$ cat src/rtl/md_pkg.sv
package md_pkg;

    localparam int unsigned SYM_W      = 8;
    localparam int unsigned CHAR_W     = 8;
    localparam int unsigned CODE_W     = 8;
    localparam int unsigned COUNT_W    = 3;

    localparam logic [COUNT_W-1:0] MAX_SYMBOLS = 3'd5;

    localparam logic [SYM_W-1:0] SYM_DOT  = 8'h2E;  // '.'
    localparam logic [SYM_W-1:0] SYM_DASH = 8'h2D;  // '-'

    // Result of a code lookup: hit flag and ASCII character.
    typedef struct packed {
        logic              found;
        logic [CHAR_W-1:0] character;
    } lookup_t;

    // Base-3 weight of symbol position k: 3^k.
    function automatic logic [CODE_W-1:0] symbol_weight(input logic [COUNT_W-1:0] pos);
        logic [CODE_W-1:0] w;
        unique case (pos)
            3'd0:    w = 8'd1;
            3'd1:    w = 8'd3;
            3'd2:    w = 8'd9;
            3'd3:    w = 8'd27;
            3'd4:    w = 8'd81;
            default: w = 8'd0;
        endcase
        return w;
    endfunction

    // Code to character ROM, a-z then 0-9.
    function automatic lookup_t code_lookup(input logic [CODE_W-1:0] code);
        lookup_t r;
        r.found = 1'b1;
        unique case (code)
            8'd7:    r.character = "a";
            8'd41:   r.character = "b";
            8'd50:   r.character = "c";
            8'd14:   r.character = "d";
            8'd1:    r.character = "e";
            8'd49:   r.character = "f";
            8'd17:   r.character = "g";
            8'd40:   r.character = "h";
            8'd4:    r.character = "i";
            8'd79:   r.character = "j";
            8'd23:   r.character = "k";
            8'd43:   r.character = "l";
            8'd8:    r.character = "m";
            8'd5:    r.character = "n";
            8'd26:   r.character = "o";
            8'd52:   r.character = "p";
            8'd71:   r.character = "q";
            8'd16:   r.character = "r";
            8'd13:   r.character = "s";
            8'd2:    r.character = "t";
            8'd22:   r.character = "u";
            8'd67:   r.character = "v";
            8'd25:   r.character = "w";
            8'd68:   r.character = "x";
            8'd77:   r.character = "y";
            8'd44:   r.character = "z";
            8'd242:  r.character = "0";
            8'd241:  r.character = "1";
            8'd238:  r.character = "2";
            8'd229:  r.character = "3";
            8'd202:  r.character = "4";
            8'd121:  r.character = "5";
            8'd122:  r.character = "6";
            8'd125:  r.character = "7";
            8'd134:  r.character = "8";
            8'd161:  r.character = "9";
            default:
            begin
                r.found     = 1'b0;
                r.character = '0;
            end
        endcase
        return r;
    endfunction

endpackage

$ cat src/rtl/md_if.sv
// Input channel: one Morse byte per transfer.
interface md_in_if;
    import md_pkg::*;

    logic             valid;
    logic             ready;
    logic [SYM_W-1:0] symbol;
    logic             last;

    modport source (output valid, output symbol, output last, input ready);
    modport sink   (input valid, input symbol, input last, output ready);
endinterface

// Output channel: one decoded character or separator per transfer.
interface md_out_if;
    import md_pkg::*;

    logic              valid;
    logic              ready;
    logic [CHAR_W-1:0] character;
    logic              unknown;
    logic              final_res;

    modport source (output valid, output character, output unknown, output final_res,
                    input ready);
    modport sink   (input valid, input character, input unknown, input final_res,
                    output ready);
endinterface

$ cat src/rtl/morse_decoder.sv
// Channel  Dir  Payload                          Handshake
// din      in   symbol[7:0], last                valid/ready
// dout     out  character[7:0], unknown, final   valid/ready
//
// One byte per cycle when dout does not stall: the letter state and the result
// register update in the same cycle the byte is taken; a result appears on dout
// the cycle after. The figure is set by one add of a base-3 weight plus a 36-entry ROM compare.
// Reset (rst_n, async, active low) clears the pending letter and dout.valid.
// din.ready stays high while dout is empty or being drained, so a stalled
// result holds in the output register and blocks only further transfers.
module morse_decoder
(
    input  logic       clk,
    input  logic       rst_n,
    md_in_if.sink      din,
    md_out_if.source   dout
);
    import md_pkg::*;

    // Pending letter state
    logic [CODE_W-1:0]  code_reg,  code_next;
    logic [COUNT_W-1:0] count_reg, count_next;
    logic               too_long_reg, too_long_next;

    // Output register
    logic               out_valid_reg, out_valid_next;
    logic [CHAR_W-1:0]  character_reg, character_next;
    logic               unknown_reg,   unknown_next;
    logic               final_reg,     final_next;

    logic               accept;
    logic               is_symbol;
    logic               is_dash;
    logic               has_room;
    logic               has_result;
    logic [CODE_W-1:0]  weight;
    logic [CODE_W-1:0]  code_add;
    logic [COUNT_W-1:0] count_add;
    logic               too_long_add;
    logic [CODE_W-1:0]  flush_code;
    logic               flush_too_long;
    logic               pending;
    lookup_t            hit;

    assign din.ready = !out_valid_reg || dout.ready;
    assign accept    = din.valid && din.ready;

    assign is_dash   = (din.symbol == SYM_DASH);
    assign is_symbol = (din.symbol == SYM_DOT) || is_dash;
    assign has_room  = (count_reg < MAX_SYMBOLS);

    // Accumulate: dot adds w, dash adds 2w; a sixth symbol only marks overflow.
    assign weight = symbol_weight(count_reg);

    always_comb
    begin
        if (is_symbol && has_room)
        begin
            code_add     = code_reg + (is_dash ? {weight[CODE_W-2:0], 1'b0} : weight);
            count_add    = count_reg + 1'b1;
            too_long_add = too_long_reg;
        end
        else
        begin
            code_add     = code_reg;
            count_add    = count_reg;
            too_long_add = too_long_reg | is_symbol;
        end
    end

    // A separator always gives a result; a symbol only when it is the last.
    assign has_result = !is_symbol || din.last;

    // Symbols flush the updated letter; separators flush what was already there.
    assign flush_code     = is_symbol ? code_add : code_reg;
    assign flush_too_long = is_symbol ? too_long_add : too_long_reg;
    assign pending        = is_symbol || (count_reg != '0);

    assign hit = code_lookup(flush_code);

    always_comb
    begin
        code_next     = code_reg;
        count_next    = count_reg;
        too_long_next = too_long_reg;
        if (accept)
        begin
            if (has_result)
            begin
                code_next     = '0;
                count_next    = '0;
                too_long_next = 1'b0;
            end
            else
            begin
                code_next     = code_add;
                count_next    = count_add;
                too_long_next = too_long_add;
            end
        end
    end

    always_comb
    begin
        out_valid_next = out_valid_reg;
        character_next = character_reg;
        unknown_next   = unknown_reg;
        final_next     = final_reg;
        if (dout.ready)
        begin
            out_valid_next = 1'b0;
        end
        if (accept && has_result)
        begin
            out_valid_next = 1'b1;
            final_next     = din.last;
            if (pending)
            begin
                // Overlong letters and codes missing from the ROM give NUL.
                if (flush_too_long || !hit.found)
                begin
                    character_next = '0;
                    unknown_next   = 1'b1;
                end
                else
                begin
                    character_next = hit.character;
                    unknown_next   = 1'b0;
                end
            end
            else
            begin
                // Nothing pending: pass the separator through.
                character_next = din.symbol;
                unknown_next   = 1'b0;
            end
        end
    end

    always_ff @(posedge clk or negedge rst_n)
    begin
        if (!rst_n)
        begin
            code_reg      <= '0;
            count_reg     <= '0;
            too_long_reg  <= 1'b0;
            out_valid_reg <= 1'b0;
        end
        else
        begin
            code_reg      <= code_next;
            count_reg     <= count_next;
            too_long_reg  <= too_long_next;
            out_valid_reg <= out_valid_next;
        end
    end

    always_ff @(posedge clk)
    begin
        character_reg <= character_next;
        unknown_reg   <= unknown_next;
        final_reg     <= final_next;
    end

    assign dout.valid     = out_valid_reg;
    assign dout.character = character_reg;
    assign dout.unknown   = unknown_reg;
    assign dout.final_res = final_reg;

    // Checks

    a_count_range: assert property (@(posedge clk) disable iff (!rst_n)
        count_reg <= MAX_SYMBOLS)
        else $error("symbol count beyond five");

    a_overflow_full: assert property (@(posedge clk) disable iff (!rst_n)
        too_long_reg |-> (count_reg == MAX_SYMBOLS))
        else $error("overflow flag set on a short letter");

    a_result_clears: assert property (@(posedge clk) disable iff (!rst_n)
        (accept && has_result) |=> (count_reg == '0 && code_reg == '0 && !too_long_reg))
        else $error("letter state not cleared after a result");

    a_unknown_nul: assert property (@(posedge clk) disable iff (!rst_n)
        (dout.valid && dout.unknown) |-> (dout.character == '0))
        else $error("unknown result carries a character");

endmodule
$ cat src/flat_wrapper.sv
// flat-port wrapper written by rule: the top's interface ports become plain ports
module morse_decoder_flat import md_pkg::*;
  (clk, rst_n, din_valid, din_symbol, din_last, din_ready, dout_valid, dout_character, dout_unknown, dout_final_res, dout_ready);
  md_in_if din_i ();
  md_out_if dout_i ();
  input  logic clk;
  input  logic rst_n;
  input wire logic [$bits(din_i.valid)-1:0] din_valid;
  input wire logic [$bits(din_i.symbol)-1:0] din_symbol;
  input wire logic [$bits(din_i.last)-1:0] din_last;
  output wire logic [$bits(din_i.ready)-1:0] din_ready;
  output wire logic [$bits(dout_i.valid)-1:0] dout_valid;
  output wire logic [$bits(dout_i.character)-1:0] dout_character;
  output wire logic [$bits(dout_i.unknown)-1:0] dout_unknown;
  output wire logic [$bits(dout_i.final_res)-1:0] dout_final_res;
  input wire logic [$bits(dout_i.ready)-1:0] dout_ready;
  assign din_i.valid = din_valid;
  assign din_i.symbol = din_symbol;
  assign din_i.last = din_last;
  assign din_ready = din_i.ready;
  assign dout_valid = dout_i.valid;
  assign dout_character = dout_i.character;
  assign dout_unknown = dout_i.unknown;
  assign dout_final_res = dout_i.final_res;
  assign dout_i.ready = dout_ready;
  morse_decoder u_core (.clk(clk), .rst_n(rst_n), .din(din_i), .dout(dout_i));
endmodule
$ cat config.mk
export PLATFORM = sky130hd
export DESIGN_NAME = morse_decoder_flat
export DESIGN_NICKNAME = d
export VERILOG_FILES = /design/src/rtl/md_pkg.sv /design/src/rtl/md_if.sv /design/src/rtl/morse_decoder.sv /design/src/flat_wrapper.sv
export SDC_FILE = /design/constraint.sdc
export NUM_CORES = 1
export LEC_CHECK = 0
export BUFFER_PORTS_ARGS = -buffer_cell sky130_fd_sc_hd__buf_4
export CAP_MARGIN = 10
export CORE_MARGIN = 5
export CORE_UTILIZATION = 61
export CTS_CLUSTER_SIZE = 28
export DETAILED_ROUTE_END_ITERATION = 16
export GPL_TIMING_DRIVEN = 1
export PLACE_DENSITY = 0.87
export SLEW_MARGIN = 20
export SYNTH_ARGS = -nofsm -noshare
export SYNTH_HDL_FRONTEND = slang
export SYNTH_SLANG_ARGS = --single-unit
$ cat constraint.sdc
create_clock -name clk -period 5.35 [get_ports clk]
set_input_delay 0.2675 -clock clk [delete_from_list [all_inputs] [get_ports clk]]
set_output_delay 0.2675 -clock clk [all_outputs]
set_load 0.005 [all_outputs]
==> metrics.txt <==
status completed; Seq pwr share 54.9%; Avg WL per Cell 19.2 um; FFs w/ async S/R, synth 56.5%; gr usage total 26.6%; Max Slew Vio Count 0; worst min path class in -> reg; power density cells 117 mW/mm^2; clk slew on worst S/H paths 0.09 ns; kind of critical path reg -> reg; first-pass GRT wire length 13,300 um; R2R Path Start u_core.count_reg[0]; Synth Net Count 360; number of buffers created by CTS 3; Psw 86.8 uW; Cells after Synth 333; Syn Area/Cell 8.23 um^2; register area share after synthesis 22.8%; worst hold slack 0.196 ns; Synth Cell Area 0.00274 mm^2; LEAKAGE 0.00116 uW; worst flop-to-flop path endpoint u_core.dout.character[5]; min Tclk post-route 5.01 ns; Final Hold Viols 0; DP HPWL 5950 um; worst ir drop on vdd 0.0762 mV; Synth Warn # 0; n_diodes 0; Yosys cell types 80; # setup viols final 0; area grow syn2layout 9.54%; clock group share of total power 32.4%; vias in the first global route 2,622; slowest CP cell a21oi_1; chip width 77.0 um; CTS resizes 0; Setup WS pre-CTS 0.474 ns; CP bufs+invs 1; last element of the critical path u_core.dout.character[5]; layout cell share with drive strength beyond 1 15.8%; Layout fillers 354; Startpoint Class flip-flop; slowest stage delay, CP 0.77 ns; Setup Fix Bufs, Post-CTS 0; most common cell after layout, fill and taps aside nand2_1; DRC viols 0; Slew @ Worst Pin 0.917 ns; clk_skew 0.0101 ns; Crit path required time 5.37 ns; fin crit share 93.7%; internal power 265 uW; Critical Path, Cell by Cell inv_1 > ha_1 > or3_1 > a21oi_1 > a21oi_1 > ha_1 > a211oi_1 > o21ai_0 > xor2_1 > a21oi_1 > nor2_1 > a211oi_1 > a211oi_1 > nand4bb_2 > o31a_1; Worst Setup Slack, final 0.336 ns; post-synthesis register bit count 23; # IOs 25; Via density 7.16; IO Port Bufs 24; Overflow after GRT 0; RSZ-0062 raised after global routing no; combinational power share 12.7%; crit-path leading delay family compound AO/OA/AOI/OAI gates; starting density of the core 62.9%; Placed Area 0.00295 mm^2; largest net degree at the start of global routing 20; TritonRoute pass-1 iters 5; Max Cap Violations 0; Core Area 0.00435 mm^2; Die Span Y 77.0 um; sw frac 24.7%; Clock Path Buffers 2; clk sinks 23; CP Max Fanout 13; FMAX 0.199 GHz; Skew-Pair Late Insertion Delay 0.27 ns; Setup TNS 0 ns; final wirelength 7800 um; CTS tree done; Worst Path Arrival 5.04 ns; max_slew headroom 38.9%; initial antenna violation count 0; CTS Hold Bufs 1; design area 0.00300 mm^2; Die ar. 0.00593 mm^2; row cnt 24; H-tree Lvls 1; ys flop type dfrtp_1; Antenna Violating Nets Remaining 0; vias 2,905; most frequent cells in the layout nand2_1, buf_4, nor2_1; Root Driver clkbuf_8; Crit path depth 15; Setup crit end kind flip-flop; First DRT Iteration DRCs 325; net count reported at finish 382; global placement routability congestion 0.942; worst reg2reg path depth 15; R2R setup slack 0.34 ns; Post-synth EDFFs 10; Worst Setup SP u_core.count_reg[0]
-- worst register-to-register path, stage by stage (launching register included) --
cell and delay, ns:
dfrtp_1 0.45, inv_1 0.10, ha_1 0.21, or3_1 0.35
a21oi_1 0.34, a21oi_1 0.17, ha_1 0.31, a211oi_1 0.41
o21ai_0 0.24, xor2_1 0.24, a21oi_1 0.77, nor2_1 0.27
a211oi_1 0.28, a211oi_1 0.07, nand4bb_2 0.29, o31a_1 0.26
-- per-stage QoR --
stage               std cells  total power [uW]  util [%]
floorplan                 333               215         -
global placement          401               240      67.7
detailed placement        401               241      67.7
CTS                       406               351      68.9
global route              406               364      68.9
finish                    406               352      68.9
-- synthesized netlist by cell type, drive strengths merged, types with 5 or more instances --
cell type / n / area (um^2)
a211oi: 7 / 52.6
a21oi: 25 / 125
and2: 6 / 37.5
and3: 5 / 36.3
buf: 6 / 45.0
clkbuf: 6 / 23.8
dfrtp: 13 / 325
edfxtp: 10 / 300
ha: 13 / 163
inv: 8 / 30.0
nand2: 37 / 139
nand2b: 5 / 31.3
nor2: 26 / 97.6
nor3: 14 / 70.1
nor4: 5 / 58.8
o2111ai: 5 / 43.8
o211ai: 12 / 90.1
o21ai: 20 / 100
or2: 6 / 37.5
or3: 7 / 43.8
-- metal layers --
layer | GRT usage (%) | part of all wire [%]
met5 | 0 | 0
met4 | 8.08 | 1.8
met3 | 5.04 | 10
met2 | 40.1 | 45
met1 | 38.3 | 43
-- kinds of logic (layout without fill, tap and decap cells) --
logic type               Yosys count  count (layout)  synth area share [%]
buffers and inverters             20              41                  3.61
multiplexers                       6               6                  2.47
AO/OA/AOI/OAI                    121             121                  31.8
flip-flops                        23              23                  22.8
XOR/XNOR                           8               8                  2.56
adder cells (fa/ha/maj)           14              14                  6.67
AND/OR/NAND/NOR                  141             141                  30.1
-- worst min path at each step --
stage | cells after the start | slack (ns) | endpoint | startpoint
CTS | 1 | 0.20 | u_core.dout.final_res | din_last
global placement | 1 | 0.13 | u_core.code_reg[2] | rst_n
global route | 1 | 0.19 | u_core.dout.final_res | din_last
detailed placement | 1 | 0.13 | u_core.code_reg[3] | rst_n
finish | 1 | 0.20 | u_core.dout.final_res | din_last
floorplan | 0 | -0.03 | u_core.code_reg[0] | rst_n
-- power groups by stage --
stage	combinational (uW)	clock [uW]	sequential, uW
floorplan	17.8	0	198
global placement	43.3	0	197
detailed placement	43.9	0	197
CTS	44.7	113	193
global route	49.3	121	194
finish	44.8	114	193
-- cell type report --
| cell class | instances | area [um^2] | area share [%] |
|---|---|---|---|
| Multi-Input combinational cell | 290 | 2020 | 67.2 |
| Clock buffer | 4 | 45.0 | 1.50 |
| Tap cell | 52 | 65.1 | 2.17 |
| Sequential cell | 23 | 626 | 20.8 |
| Inverter | 8 | 30.0 | 1.00 |
| Timing Repair Buffer | 29 | 220 | 7.34 |
(Power assumes the default switching activity.)
